File: config.mk
export PLATFORM = sky130hd
export DESIGN_NAME = fitness_trainer_page_engine
export DESIGN_NICKNAME = d
export VERILOG_FILES = /design/src/hdl/ftpe_pkg.sv /design/src/hdl/fitness_trainer_page_engine.sv /design/src/hdl/ftpe_in_stage.sv /design/src/hdl/ftpe_core.sv
export VERILOG_INCLUDE_DIRS = /design/src /design/src/hdl
export SDC_FILE = /design/constraint.sdc
export NUM_CORES = 1
export LEC_CHECK = 0
export BUFFER_PORTS_ARGS = -buffer_cell sky130_fd_sc_hd__buf_4
export CAP_MARGIN = 20
export CORE_AREA = 5 5 276 278
export DETAILED_ROUTE_END_ITERATION = 7
export DIE_AREA = 0 0 281 283
export SLEW_MARGIN = 5
export SYNTH_ARGS = -nofsm -noshare
export SYNTH_HDL_FRONTEND = slang
export SYNTH_HIERARCHICAL = 1
export SYNTH_SLANG_ARGS = --single-unit
File: constraint.sdc
create_clock -name clk_i -period 5.27 [get_ports clk_i]
set_input_delay 0.7905 -clock clk_i [delete_from_list [all_inputs] [get_ports clk_i]]
set_output_delay 0.7905 -clock clk_i [all_outputs]
set_load 0.01 [all_outputs]
File: src/hdl/fitness_trainer_page_engine_assert.svh
// ----------------------------------------------------------------------------
// Fitness trainer page engine assertion macros
// Concurrent assertion wrappers, compiled out for synthesis.
// ----------------------------------------------------------------------------
`ifndef FITNESS_TRAINER_PAGE_ENGINE_ASSERT_SVH
`define FITNESS_TRAINER_PAGE_ENGINE_ASSERT_SVH

`ifndef SYNTHESIS
`define FTPE_ASSERT(lbl, prop, msg) \
  lbl: assert property (@(posedge clk_i) disable iff (!rst_ni) prop) else $error(msg);
`define FTPE_ASSERT_RST(lbl, prop, msg) \
  lbl: assert property (@(posedge clk_i) prop) else $error(msg);
`else
`define FTPE_ASSERT(lbl, prop, msg)
`define FTPE_ASSERT_RST(lbl, prop, msg)
`endif

`endif

File: src/hdl/ftpe_pkg.sv
// ----------------------------------------------------------------------------
// Fitness trainer page engine package
// Shared types, command codes, page numbers and divide constants.
// ----------------------------------------------------------------------------
package ftpe_pkg;

  typedef enum logic [1:0] {
    CMD_TICK = 2'd0,
    CMD_SLOT = 2'd1,
    CMD_RX   = 2'd2
  } cmd_e;

  typedef enum logic [0:0] {
    CFG_CHANNEL  = 1'b0,
    CFG_FE_STATE = 1'b1
  } cfg_idx_e;

  localparam logic [3:0] FeStateReset = 4'd2;
  localparam int unsigned PatternLen = 64;

  localparam logic [7:0] PAGE_GENERAL  = 8'h10;
  localparam logic [7:0] PAGE_TRAINER  = 8'h19;
  localparam logic [7:0] PAGE_SETTINGS = 8'h11;
  localparam logic [7:0] PAGE_CAPS     = 8'h36;
  localparam logic [7:0] PAGE_MANUF    = 8'h50;
  localparam logic [7:0] PAGE_PRODUCT  = 8'h51;
  localparam logic [7:0] PAGE_TARGET   = 8'h31;
  localparam logic [7:0] PAGE_TRACK    = 8'h33;
  localparam logic [7:0] PAGE_REQUEST  = 8'h46;
  localparam logic [7:0] REQ_CMD_TYPE  = 8'd1;
  localparam logic [7:0] CAPS_BYTE     = 8'b00000110;
  localparam logic [7:0] DEVICE_TYPE   = 8'h19;

  // x / 100 == (x * 83887) >> 23 for any 16-bit x
  localparam logic [16:0] GradeRecip  = 17'd83887;
  localparam int unsigned GradeShift  = 23;
  localparam logic [9:0]  GradeOffset = 10'd200;
  // t / 700 == (t * 1498) >> 20 for any 14-bit t
  localparam logic [10:0] TgtRecip    = 11'd1498;
  localparam int unsigned TgtShift    = 20;

  typedef struct packed {
    logic [1:0]        cmd;
    logic [7:0]        rx_channel;
    logic [7:0]        page;
    logic [7:0]        b6;
    logic [7:0]        b7;
    logic [13:0]       target_cand;
    logic signed [9:0] grade_cand;
    logic [15:0]       cur_power;
    logic [7:0]        cadence;
  } ftpe_item_t;

endpackage

File: src/hdl/fitness_trainer_page_engine.sv
// Pipeline: an item is registered in the input stage, then processed into the
// result register once the result register is free or not stalled.
// Throughput: one item per cycle, limited only by the result register stall.
// Items that cause no result (ticks, ignored pages) still wait for a free result register.
// Reset: asynchronous, active low; clears profile state and config to defaults.
// ----------------------------------------------------------------------------
// Fitness trainer page engine
// Broadcast page rotation and setpoint handling for a trainer profile.
// ----------------------------------------------------------------------------
`include "fitness_trainer_page_engine_assert.svh"

module fitness_trainer_page_engine
  import ftpe_pkg::*;
(
  input  logic              clk_i,
  input  logic              rst_ni,
  input  logic              cfg_we_i,
  input  logic [0:0]        cfg_idx_i,
  input  logic [7:0]        cfg_wdata_i,
  input  logic              in_valid_i,
  output logic              in_stall_o,
  input  logic [1:0]        cmd_i,
  input  logic [7:0]        rx_channel_i,
  input  logic [7:0]        rx_b0_i,
  input  logic [7:0]        rx_b1_i,
  input  logic [7:0]        rx_b2_i,
  input  logic [7:0]        rx_b3_i,
  input  logic [7:0]        rx_b4_i,
  input  logic [7:0]        rx_b5_i,
  input  logic [7:0]        rx_b6_i,
  input  logic [7:0]        rx_b7_i,
  input  logic [15:0]       cur_power_i,
  input  logic [7:0]        cadence_i,
  output logic              out_valid_o,
  input  logic              out_stall_i,
  output logic              send_payload_o,
  output logic [7:0]        tx_b0_o,
  output logic [7:0]        tx_b1_o,
  output logic [7:0]        tx_b2_o,
  output logic [7:0]        tx_b3_o,
  output logic [7:0]        tx_b4_o,
  output logic [7:0]        tx_b5_o,
  output logic [7:0]        tx_b6_o,
  output logic [7:0]        tx_b7_o,
  output logic [13:0]       target_power_o,
  output logic signed [9:0] grade_o
);

  logic       item_valid;
  logic       take;
  ftpe_item_t item;

  ftpe_in_stage u_in_stage (
    .clk_i        (clk_i),
    .rst_ni       (rst_ni),
    .in_valid_i   (in_valid_i),
    .in_stall_o   (in_stall_o),
    .cmd_i        (cmd_i),
    .rx_channel_i (rx_channel_i),
    .rx_b0_i      (rx_b0_i),
    .rx_b5_i      (rx_b5_i),
    .rx_b6_i      (rx_b6_i),
    .rx_b7_i      (rx_b7_i),
    .cur_power_i  (cur_power_i),
    .cadence_i    (cadence_i),
    .take_i       (take),
    .item_valid_o (item_valid),
    .item_o       (item)
  );

  ftpe_core u_core (
    .clk_i          (clk_i),
    .rst_ni         (rst_ni),
    .cfg_we_i       (cfg_we_i),
    .cfg_idx_i      (cfg_idx_i),
    .cfg_wdata_i    (cfg_wdata_i),
    .item_valid_i   (item_valid),
    .item_i         (item),
    .take_o         (take),
    .out_valid_o    (out_valid_o),
    .out_stall_i    (out_stall_i),
    .send_payload_o (send_payload_o),
    .tx_b0_o        (tx_b0_o),
    .tx_b1_o        (tx_b1_o),
    .tx_b2_o        (tx_b2_o),
    .tx_b3_o        (tx_b3_o),
    .tx_b4_o        (tx_b4_o),
    .tx_b5_o        (tx_b5_o),
    .tx_b6_o        (tx_b6_o),
    .tx_b7_o        (tx_b7_o),
    .target_power_o (target_power_o),
    .grade_o        (grade_o)
  );

  `FTPE_ASSERT_RST(a_reset_no_result, !rst_ni |-> !out_valid_o, "result valid in reset")
  `FTPE_ASSERT(a_grade_range,
               out_valid_o |-> (grade_o >= -10'sd200 && grade_o <= 10'sd455),
               "grade out of range")
  `FTPE_ASSERT(a_update_zero,
               (out_valid_o && !send_payload_o) |->
                 (tx_b0_o == 8'd0 && tx_b7_o == 8'd0 && tx_b3_o == 8'd0),
               "update report carries page bytes")
  `FTPE_ASSERT(a_level_range,
               (out_valid_o && send_payload_o && tx_b0_o == PAGE_SETTINGS) |->
                 (tx_b6_o <= 8'd23),
               "target level out of range")

endmodule

File: src/hdl/ftpe_in_stage.sv
// ----------------------------------------------------------------------------
// Fitness trainer page engine input stage
// Input register with setpoint pre-decode (target scale, grade divide).
// ----------------------------------------------------------------------------
module ftpe_in_stage
  import ftpe_pkg::*;
(
  input  logic              clk_i,
  input  logic              rst_ni,
  input  logic              in_valid_i,
  output logic              in_stall_o,
  input  logic [1:0]        cmd_i,
  input  logic [7:0]        rx_channel_i,
  input  logic [7:0]        rx_b0_i,
  input  logic [7:0]        rx_b5_i,
  input  logic [7:0]        rx_b6_i,
  input  logic [7:0]        rx_b7_i,
  input  logic [15:0]       cur_power_i,
  input  logic [7:0]        cadence_i,
  input  logic              take_i,
  output logic              item_valid_o,
  output ftpe_item_t        item_o
);

  logic        valid_q;
  ftpe_item_t  item_d, item_q;
  logic [32:0] grade_prod;
  logic [9:0]  grade_quot;

  assign grade_prod = {rx_b6_i, rx_b5_i} * GradeRecip;
  assign grade_quot = grade_prod[GradeShift +: 10];

  always_comb begin
    item_d             = item_q;
    item_d.cmd         = cmd_i;
    item_d.rx_channel  = rx_channel_i;
    item_d.page        = rx_b0_i;
    item_d.b6          = rx_b6_i;
    item_d.b7          = rx_b7_i;
    item_d.target_cand = {rx_b7_i, rx_b6_i[7:2]};
    item_d.grade_cand  = $signed(grade_quot - GradeOffset);
    item_d.cur_power   = cur_power_i;
    item_d.cadence     = cadence_i;
  end

  assign in_stall_o   = valid_q && !take_i;
  assign item_valid_o = valid_q;
  assign item_o       = item_q;

  always_ff @(posedge clk_i or negedge rst_ni) begin
    if (!rst_ni) begin
      valid_q <= 1'b0;
    end else if (!in_stall_o) begin
      valid_q <= in_valid_i;
    end
  end

  always_ff @(posedge clk_i) begin
    if (!in_stall_o && in_valid_i) begin
      item_q <= item_d;
    end
  end

endmodule

File: src/hdl/ftpe_core.sv
// ----------------------------------------------------------------------------
// Fitness trainer page engine core
// Profile state, page rotation, setpoint handling and result register.
// ----------------------------------------------------------------------------
module ftpe_core
  import ftpe_pkg::*;
(
  input  logic              clk_i,
  input  logic              rst_ni,
  input  logic              cfg_we_i,
  input  logic [0:0]        cfg_idx_i,
  input  logic [7:0]        cfg_wdata_i,
  input  logic              item_valid_i,
  input  ftpe_item_t        item_i,
  output logic              take_o,
  output logic              out_valid_o,
  input  logic              out_stall_i,
  output logic              send_payload_o,
  output logic [7:0]        tx_b0_o,
  output logic [7:0]        tx_b1_o,
  output logic [7:0]        tx_b2_o,
  output logic [7:0]        tx_b3_o,
  output logic [7:0]        tx_b4_o,
  output logic [7:0]        tx_b5_o,
  output logic [7:0]        tx_b6_o,
  output logic [7:0]        tx_b7_o,
  output logic [13:0]       target_power_o,
  output logic signed [9:0] grade_o
);

  logic [7:0]        channel_q;
  logic [3:0]        fe_state_q;
  logic [7:0]        qs_q, qs_d;
  logic [6:0]        slot_q, slot_d;
  logic              repeat_q, repeat_d;
  logic              is81_q, is81_d;
  logic [7:0]        event_q, event_d;
  logic [15:0]       total_q, total_d;
  logic [13:0]       target_q, target_d;
  logic signed [9:0] grade_q, grade_d;

  logic              res_valid_q;
  logic              res_send_q;
  logic [7:0]        res_b_q [8];
  logic [13:0]       res_target_q;
  logic signed [9:0] res_grade_q;

  logic              has_res;
  logic              send_d;
  logic [7:0]        b_d [8];
  logic              slot_free;
  logic [7:0]        status;
  logic [24:0]       tgt_prod;
  logic [7:0]        tgt_level;
  logic [2:0]        phase;

  assign slot_free = !res_valid_q || !out_stall_i;
  assign take_o    = item_valid_i && slot_free;
  assign status    = {fe_state_q, 4'd0};
  assign tgt_prod  = target_q * TgtRecip;
  assign tgt_level = {3'd0, tgt_prod[TgtShift +: 5]};
  assign phase     = slot_q[2:0];

  always_comb begin
    qs_d     = qs_q;
    slot_d   = slot_q;
    repeat_d = repeat_q;
    is81_d   = is81_q;
    event_d  = event_q;
    total_d  = total_q;
    target_d = target_q;
    grade_d  = grade_q;
    has_res  = 1'b0;
    send_d   = 1'b0;
    for (int i = 0; i < 8; i++) begin
      b_d[i] = 8'd0;
    end
    case (item_i.cmd)
      CMD_TICK: begin
        qs_d = qs_q + 8'd1;
      end
      CMD_SLOT: begin
        has_res = 1'b1;
        send_d  = 1'b1;
        if (slot_q < 7'(PatternLen)) begin
          slot_d = slot_q + 7'd1;
          case (phase) inside
            3'd2, 3'd6: begin
              total_d = total_q + item_i.cur_power;
              event_d = event_q + 8'd1;
              b_d[0]  = PAGE_TRAINER;
              b_d[1]  = event_q;
              b_d[2]  = item_i.cadence;
              b_d[3]  = total_d[7:0];
              b_d[4]  = total_d[15:8];
              b_d[5]  = item_i.cur_power[7:0];
              b_d[6]  = item_i.cur_power[15:8];
            end
            3'd3, 3'd7: begin
              b_d[0] = PAGE_SETTINGS;
              b_d[1] = 8'hFF;
              b_d[2] = 8'hFF;
              b_d[3] = 8'hFF;
              b_d[4] = 8'hFF;
              b_d[5] = 8'h7F;
              b_d[6] = tgt_level;
              b_d[7] = status;
            end
            default: begin
              b_d[0] = PAGE_GENERAL;
              b_d[1] = DEVICE_TYPE;
              b_d[2] = qs_q;
              b_d[3] = 8'hFF;
              b_d[6] = 8'hFF;
              b_d[7] = status;
            end
          endcase
        end else begin
          b_d[1] = 8'hFF;
          b_d[2] = 8'hFF;
          b_d[3] = 8'h01;
          b_d[4] = 8'hFF;
          if (is81_q) begin
            b_d[0] = PAGE_PRODUCT;
            b_d[5] = 8'hFF;
            b_d[6] = 8'hFF;
            b_d[7] = 8'hFF;
          end else begin
            b_d[0] = PAGE_MANUF;
            b_d[6] = 8'h01;
          end
          if (repeat_q) begin
            is81_d   = !is81_q;
            repeat_d = 1'b0;
            slot_d   = 7'd0;
          end else begin
            repeat_d = 1'b1;
          end
        end
      end
      CMD_RX: begin
        if (item_i.rx_channel == channel_q) begin
          case (item_i.page)
            PAGE_TARGET: begin
              if (item_i.target_cand != target_q) begin
                target_d = item_i.target_cand;
                has_res  = 1'b1;
              end
            end
            PAGE_TRACK: begin
              if (item_i.grade_cand != grade_q) begin
                grade_d = item_i.grade_cand;
                has_res = 1'b1;
              end
            end
            PAGE_REQUEST: begin
              if (item_i.b7 == REQ_CMD_TYPE && item_i.b6 == PAGE_CAPS) begin
                has_res = 1'b1;
                send_d  = 1'b1;
                b_d[0]  = PAGE_CAPS;
                for (int i = 1; i < 7; i++) begin
                  b_d[i] = 8'hFF;
                end
                b_d[7] = CAPS_BYTE;
              end
            end
            default: ;
          endcase
        end
      end
      default: ;
    endcase
  end

  always_ff @(posedge clk_i or negedge rst_ni) begin
    if (!rst_ni) begin
      channel_q  <= 8'd0;
      fe_state_q <= FeStateReset;
    end else if (cfg_we_i) begin
      case (cfg_idx_i)
        CFG_CHANNEL:  channel_q  <= cfg_wdata_i;
        CFG_FE_STATE: fe_state_q <= cfg_wdata_i[3:0];
        default: ;
      endcase
    end
  end

  always_ff @(posedge clk_i or negedge rst_ni) begin
    if (!rst_ni) begin
      qs_q     <= 8'd0;
      slot_q   <= 7'd0;
      repeat_q <= 1'b0;
      is81_q   <= 1'b0;
      event_q  <= 8'd0;
      total_q  <= 16'd0;
      target_q <= 14'd0;
      grade_q  <= 10'sd0;
    end else if (take_o) begin
      qs_q     <= qs_d;
      slot_q   <= slot_d;
      repeat_q <= repeat_d;
      is81_q   <= is81_d;
      event_q  <= event_d;
      total_q  <= total_d;
      target_q <= target_d;
      grade_q  <= grade_d;
    end
  end

  always_ff @(posedge clk_i or negedge rst_ni) begin
    if (!rst_ni) begin
      res_valid_q <= 1'b0;
    end else if (slot_free) begin
      res_valid_q <= take_o && has_res;
    end
  end

  always_ff @(posedge clk_i) begin
    if (take_o && has_res) begin
      res_send_q   <= send_d;
      res_b_q      <= b_d;
      res_target_q <= target_d;
      res_grade_q  <= grade_d;
    end
  end

  assign out_valid_o    = res_valid_q;
  assign send_payload_o = res_send_q;
  assign tx_b0_o        = res_b_q[0];
  assign tx_b1_o        = res_b_q[1];
  assign tx_b2_o        = res_b_q[2];
  assign tx_b3_o        = res_b_q[3];
  assign tx_b4_o        = res_b_q[4];
  assign tx_b5_o        = res_b_q[5];
  assign tx_b6_o        = res_b_q[6];
  assign tx_b7_o        = res_b_q[7];
  assign target_power_o = res_target_q;
  assign grade_o        = res_grade_q;

endmodule

==> flow_summary_export.csv, run 1 <==
group,metric,value,unit
clock_network,clkLatencyLatePin,540,ps
routing,detail_route.drc_violations,0,
worst_setup_path,cp.buffers_inverters,6,
place,hpwl_reported_at_the_end_of_detailed_placement,38.21,mm
cells_and_area,final_area,22920,um^2
worst_setup_path,max_stage_delay,590,ps
floorplan,floorplan.die.width,281,um
clock_network,cts_sinks,230,
worst_setup_path,crit_path_frequent_cell,"sky130_fd_sc_hd__fa_1",
sta,setup_viol,8,
worst_setup_path,criticalPathCategory,"in -> reg",
synthesis,synth.top_cell.area_share,24.97,%
place,placement.cell_area,21440,um^2
sta,final.setup.tns,-2583,ps
routing,detail_route.wl_per_cell,16.44,um
synthesis,syn_nets,2098,
synthesis,synth_top_cell_by_area,"sky130_fd_sc_hd__edfxtp_1",
cells_and_area,post-route-util,31.10,%
sta,slew_headroom,27.67,%
synthesis,synthMostInstantiatedCell,"sky130_fd_sc_hd__inv_1",
floorplan,boundaryPins,203,
floorplan,die_y,283,um
synthesis,syn_area,18160,um^2
worst_setup_path,setup.worst_path.end_class,"register",
power_and_ir_drop,post-layout-total-power,12.26,mW
global_routing,global_route.usage.total,11.57,%
cells_and_area,fillers,7459,
clock_network,clock_tree_root,"sky130_fd_sc_hd__clkbuf_16",
floorplan,core.rowCount,100,
routing,vias,12650,
place,placedCellCount,2818,
sta,layout_min_cycle_time,6059,ps
worst_setup_path,worst-r2r-setup-slack,270,ps
clock_network,clk_transition_reported_paths,60,ps
place,routabilityCongestion,0.8684,
place,port_buffers,169,
floorplan,fp.coreArea,73700,um^2
outcome,result_of_the_run,"finished with violations",
power_and_ir_drop,pwr_density_cell,535.1,nW/um^2
routing,firstDrtPassIters,6,
cells_and_area,drive_above_1_share,26.88,%
worst_setup_path,critical_path.slowest_cell,"sky130_fd_sc_hd__fa_1",
clock_network,ctsHoldBuffers,0,
hold_path,timing.hold.worst.class,"in -> async",
synthesis,yosys-top-cells-area,"sky130_fd_sc_hd__edfxtp_1 (25%), sky130_fd_sc_hd__fa_1 (17%), sky130_fd_sc_hd__ha_1 (16%), sky130_fd_sc_hd__dfrtp_1 (11%), sky130_fd_sc_hd__inv_1 (6.5%)",
worst_setup_path,crit_chain,"buf_6, fa_1, inv_2, fa_1, inv_1, fa_1, fa_1, fa_1, inv_1, fa_1, inv_2, ha_4, nand3_4, buf_6, a2111oi_4, o221ai_2, a21o_1, a31oi_4, xnor2_2, or3_1, a311o_1, xnor2_1",
sta,max_clock_freq,0.1650,GHz
power_and_ir_drop,cellLeakagePower,10.91,nW
global_routing,global_route_wire_length_before_repair,74.13,mm
sta,post-route-worst-setup-slack,-789.3,ps
worst_setup_path,worstPathMaxFanout,4,
routing,routed_via_density,4.376,
sta,drv_slew,0,
power_and_ir_drop,power.ir.vdd_worst,0.4874,mV
synthesis,synth-seq-cells,230,
synthesis,synth_edf_count,151,
floorplan,starting_density,24.64,%
outcome,violations_in_the_final_reports,"negative setup slack",
global_routing,vias_in_the_first_global_route,13700,
synthesis,syn_avg_cell_area,11.32,um^2
synthesis,syn_inst,1604,
floorplan,dieArea,79520,um^2
sta,clock_skews,21.36,ps
clock_network,h-tree-depth,1,
synthesis,synth.lib_cells_used.distinct,85,
synthesis,synth_commonest_cells,"sky130_fd_sc_hd__inv_1 (314), sky130_fd_sc_hd__ha_1 (232), sky130_fd_sc_hd__edfxtp_1 (151), sky130_fd_sc_hd__fa_1 (150), sky130_fd_sc_hd__nand2_1 (113)",
clock_network,cts-root-to-sink-buffers,3,
worst_setup_path,worstSetupStartpointType,"primary input",
global_routing,grt_start_max_net_pins,69,
sta,tightest_slew,1085,ps
routing,postRouteAntennaNets,0,
sta,post-route-period-util,115.0,%
global_routing,grt.overflow.total,0,
worst_setup_path,worst-endpoint-arrival,6330,ps
sta,rsz0062_at_grt,"yes",
synthesis,yosys_warnings,6,
cells_and_area,design.final.nets,2390,
synthesis,synth.yosys.seq_area_share,35.87,%
cells_and_area,finalNonFillerCells,2890,
cells_and_area,area.growth.synth_to_final,26.21,%
routing,drt_iter0_markers,531,
run,max-cap-violations,0,
worst_setup_path,cp_top_family,"adder cells",
synthesis,async_flop_share,34.35,%
global_routing,antenna_violations_before_repair,8,
clock_network,tritoncts_clock_tree,"done",
worst_setup_path,startpoint_of_the_most_critical_register_to_register_path,"u_core/target_q[8]",
clock_network,number_of_buffers_added_by_the_clock_tree_synthesis_step,27,
worst_setup_path,required_worst_endpoint,5540,ps
sta,final_hold_viol_count,0,
routing,drt-total-wl,47.51,mm
worst_setup_path,worstSetupStartpoint,"rx_b5_i[6]",
synthesis,ys_dominant_reg_cell,"sky130_fd_sc_hd__edfxtp_1",
[worst paths after layout]
path,to,cells past startpoint
max,u_in_stage/item_o[33],22
min,u_core/event_q[7],1
max reg2reg,u_core/tx_b6_o[3],17
min reg2reg,u_core/event_q[7],1
max in group asynchronous,u_core/target_q[9],2
min in group clk_i,u_in_stage/item_o[11],1
[logic make-up after synthesis]
group	synth area share, %
simple gates	8.111
buf+inv	7.925
fa+ha+maj	32.53
other cells	0.02065
compound gates	7.381
flops	35.87
mux	4.025
xor+xnor	4.142
[repair_timing]
action	in CTS	in global routing
gates cloned	0	0
pin swaps	22	32
endpoints found under the setup margin	7	10
resized for setup	40	42
buffers inserted	8	14
[metal layers]
metal / wire length, um / share of wire [%] / global-route usage, % / vias up
met3: 3272 / 6.9 / 2.462 / 91
met2: 23320 / 49 / 20.34 / 353
met1: 19550 / 41 / 14.37 / 6208
met5: 28 / 0.059 / 0 / -
li1: - / - / - / 5992
met4: 1331 / 2.8 / 3.171 / 4
[layout make-up]
| class | instances | area (um^2) | share of cell area [%] |
|---|---|---|---|
| Antenna cell | 5 | 12.51 | 0.05460 |
| Clock buffer | 38 | 778.2 | 3.396 |
| Multi-Input combinational cell | 1013 | 10700 | 46.68 |
| Inverter | 316 | 1189 | 5.187 |
| Timing Repair Buffer | 308 | 2377 | 10.37 |
| Tap cell | 969 | 1212 | 5.291 |
| Clock inverter | 11 | 131.4 | 0.5733 |
| Sequential cell | 230 | 6518 | 28.44 |
[flip-flops by register name (all words and copies together) (netlist names), 4 cells and up]
register,count
u_core/grade_o,10
u_core/qs_q,8
u_in_stage/item_o,68
u_core/tx_b6_o,8
u_core/slot_q,7
u_core/tx_b4_o,8
u_core/target_q,14
u_core/tx_b2_o,8
u_core/tx_b0_o,5
u_core/total_q,16
u_core/tx_b7_o,6
u_core/tx_b1_o,8
u_core/channel_q,8
u_core/fe_state_q,4
u_core/tx_b3_o,8
u_core/event_q,8
u_core/tx_b5_o,8
u_core/target_power_o,14
u_core/grade_q,10
[power by group]
| part | internal [mW] | switching [mW] | total (mW) |
|---|---|---|---|
| Clock | 1.13 | 0.752 | 1.88 |
| Sequential | 2.24 | 0.190 | 2.43 |
| Combinational | 3.86 | 4.08 | 7.94 |
[stage by stage]
step	hold WS, ps	setup slack (ps)
after floorplan	442.8	-1084
after global placement	453.8	-1340
after detailed placement	465.5	-1424
after CTS	183.5	-735.3
after global routing	202.2	-935.7
final	200.2	-789.3
[placed cells by master, fill, tap and decap left out, types with 41 or more instances in the layout]
cell	instances
sky130_fd_sc_hd__inv_1	305
sky130_fd_sc_hd__edfxtp_1	151
sky130_fd_sc_hd__fa_1	142
sky130_fd_sc_hd__mux2_2	63
sky130_fd_sc_hd__nand2_1	110
sky130_fd_sc_hd__o21ai_0	48
sky130_fd_sc_hd__ha_1	216
sky130_fd_sc_hd__xnor2_1	49
sky130_fd_sc_hd__buf_4	294
sky130_fd_sc_hd__nor2_1	41
sky130_fd_sc_hd__dfrtp_1	74
sky130_fd_sc_hd__a21oi_1	42
Note: power is estimated with default switching activity, not from simulation.
==> inputs of run 2 (changes only) <==
--- a/config.mk
+++ b/config.mk
@@ -9,6 +9,7 @@
 export BUFFER_PORTS_ARGS = -buffer_cell sky130_fd_sc_hd__buf_4
 export CAP_MARGIN = 20
 export CORE_AREA = 5 5 276 278
+export CTS_BUF_LIST = sky130_fd_sc_hd__clkbuf_8
 export DETAILED_ROUTE_END_ITERATION = 7
 export DIE_AREA = 0 0 281 283
 export SLEW_MARGIN = 5
==> flow_summary_export.csv, run 2 (synthesis results as in run 1) <==
group,metric,value,unit
outcome,result_of_the_run,"finished with violations",
outcome,violations_in_the_final_reports,"negative setup slack",
clock_network,clock_tree_root,"sky130_fd_sc_hd__clkbuf_8",
cells_and_area,ff_latch_area,6516,um^2
cells_and_area,area.growth.synth_to_final,24.73,%
sta,post-route-period-util,114.5,%
cells_and_area,layout.cells.most_common_list,"sky130_fd_sc_hd__inv_1 (316), sky130_fd_sc_hd__buf_4 (289), sky130_fd_sc_hd__ha_1 (218)",
floorplan,boundaryPins,203,
floorplan,die_y,283,um
floorplan,fp.coreArea,73700,um^2
worst_setup_path,cp_top_family,"adder cells",
sta,drv_slew,0,
worst_setup_path,worst-endpoint-arrival,6320,ps
floorplan,starting_density,24.64,%
sta,post-route-worst-setup-slack,-761.7,ps
global_routing,grt_start_max_net_pins,69,
routing,routed_via_density,4.360,
routing,vias,12680,
cells_and_area,total_area_of_multi_input_combinational_cells,10650,um^2
cells_and_area,layout.cells.most_common,"sky130_fd_sc_hd__inv_1",
sta,max_clock_freq,0.1658,GHz
worst_setup_path,worstPathMaxFanout,4,
worst_setup_path,setup.worst_path.end_class,"register",
run,max-cap-violations,0,
routing,firstDrtPassIters,7,
power_and_ir_drop,cellLeakagePower,10.86,nW
clock_network,clk_transition_reported_paths,60,ps
worst_setup_path,worst-r2r-setup-slack,300,ps
clock_network,h-tree-depth,2,
worst_setup_path,worstSetupStartpointType,"primary input",
worst_setup_path,reg2regPathDepth,17,
floorplan,core.rowCount,100,
worst_setup_path,crit_path_frequent_cell,"sky130_fd_sc_hd__fa_1",
place,port_buffers,169,
sta,clock_skews,21.21,ps
sta,rsz0062_at_grt,"yes",
global_routing,global_route_wire_length_before_repair,74.62,mm
worst_setup_path,cp.buffers_inverters,4,
global_routing,antenna_violations_before_repair,8,
sta,final.setup.tns,-2402,ps
routing,detail_route.drc_violations,0,
clock_network,ctsHoldBuffers,0,
cells_and_area,fillers,7526,
floorplan,dieArea,79520,um^2
cells_and_area,design.final.nets,2396,
routing,detail_route.wl_per_cell,16.41,um
cells_and_area,largest_reg_flops,68,
clock_network,tritoncts_clock_tree,"done",
routing,drt-total-wl,47.73,mm
cells_and_area,drive_above_1_share,26.98,%
floorplan,floorplan.die.width,281,um
sta,setup_viol,8,
place,hpwl_reported_at_the_end_of_detailed_placement,38.21,mm
clock_network,cts-root-to-sink-buffers,3,
sta,final_hold_viol_count,0,
routing,drt_iter0_markers,492,
clock_network,clkLatencyLatePin,560,ps
global_routing,vias_in_the_first_global_route,13850,
clock_network,number_of_buffers_added_by_the_clock_tree_synthesis_step,42,
power_and_ir_drop,pwr_density_cell,511.4,nW/um^2
sta,timing.hold.ws,169.5,ps
worst_setup_path,criticalPathCategory,"in -> reg",
sta,layout_min_cycle_time,6032,ps
place,placement.cell_area,21440,um^2
place,routabilityCongestion,0.8684,
worst_setup_path,startpoint_of_the_most_critical_register_to_register_path,"u_core/target_q[8]",
global_routing,global_route.usage.total,11.69,%
hold_path,timing.hold.worst.class,"in -> async",
clock_network,cts_sinks,230,
worst_setup_path,critical_path.slowest_cell,"sky130_fd_sc_hd__fa_1",
worst_setup_path,max_stage_delay,550,ps
power_and_ir_drop,power.ir.vdd_worst,0.5224,mV
global_routing,grt.overflow.total,0,
worst_setup_path,r2r_end,"u_core/tx_b6_o[2]",
sta,slew_headroom,28.82,%
worst_setup_path,required_worst_endpoint,5560,ps
cells_and_area,final_area,22650,um^2
worst_setup_path,crit_chain,"buf_6, fa_2, fa_1, inv_1, fa_1, inv_1, fa_1, fa_1, fa_1, ha_4, nand2_2, nor3_4, o211ai_1, a22o_1, and3_4, nor2b_4, xnor2_2, ha_4, inv_4, nor2_4, or3_1, a311o_1, xnor2_1",
routing,postRouteAntennaNets,0,
sta,tightest_slew,1068,ps
[run 2: cell types whose count changed in the layout (fill, tap and decap cells not counted), moves of 3 or more]
cell                        before  now
sky130_fd_sc_hd__clkbuf_16      28    0
sky130_fd_sc_hd__buf_4         294  289
sky130_fd_sc_hd__inv_1         305  316
sky130_fd_sc_hd__clkinv_2        0   11
sky130_fd_sc_hd__buf_6          12    9
sky130_fd_sc_hd__clkbuf_1        6    0
sky130_fd_sc_hd__clkinv_1        3    7
sky130_fd_sc_hd__clkbuf_8        4   46
[run 2: worst max path at each step]
stage                from                     to  slack, ps  cells past startpoint
2_1_floorplan  rx_b6_i[7]  u_in_stage/item_o[33]      -1080                     24
3_5_place_dp   rx_b6_i[2]  u_in_stage/item_o[33]      -1420                     23
5_1_grt        rx_b6_i[5]  u_in_stage/item_o[33]       -910                     23
3_3_place_gp   rx_b6_i[2]  u_in_stage/item_o[33]      -1340                     23
4_1_cts        rx_b6_i[2]  u_in_stage/item_o[33]       -690                     23
6_report       rx_b6_i[2]  u_in_stage/item_o[33]       -760                     23
[run 2: layout make-up]
| cell class | count | share of cell area [%] |
|---|---|---|
| multi-input combinational | 1013 | 47.04 |
| inverter | 316 | 5.249 |
| antenna | 4 | 0.04420 |
| clock buffer | 46 | 2.796 |
| clock inverter | 31 | 0.6299 |
| sequential | 230 | 28.78 |
| tap | 969 | 5.354 |
| timing repair buffer | 299 | 10.12 |
[run 2: repair_timing]
action                                  4_1_cts  5_1_grt
endpoints found under the setup margin        7        9
resized for setup                            41       29
setup buffers                                 7        5
pin swaps                                    18       33
[run 2: through the flow]
step / std cells / util [%] / power, mW / worst slack [ps]
finish: 2908 / 30.73 / 11.58 / -761.7
global placement: 2818 / 29.09 / 8.804 / -1340
floorplan: 1604 / - / 6.705 / -1084
CTS: 2900 / 30.49 / 11.30 / -694.3
detailed placement: 2818 / 29.09 / 8.907 / -1424
global route: 2905 / 30.72 / 12.59 / -907.4
[run 2: report_power, final]
part | internal (mW) | switching (mW) | total, mW
clock network | 0.810 | 0.781 | 1.59
logic | 3.64 | 3.91 | 7.55
registers | 2.25 | 0.190 | 2.44
[run 2: metal layers]
| layer | track usage [%] | wire length (um) |
|---|---|---|
| met1 | 14.28 | 19840 |
| met2 | 20.45 | 23350 |
| met3 | 2.660 | 3112 |
| met4 | 3.697 | 1394 |
| met5 | 0 | 29 |
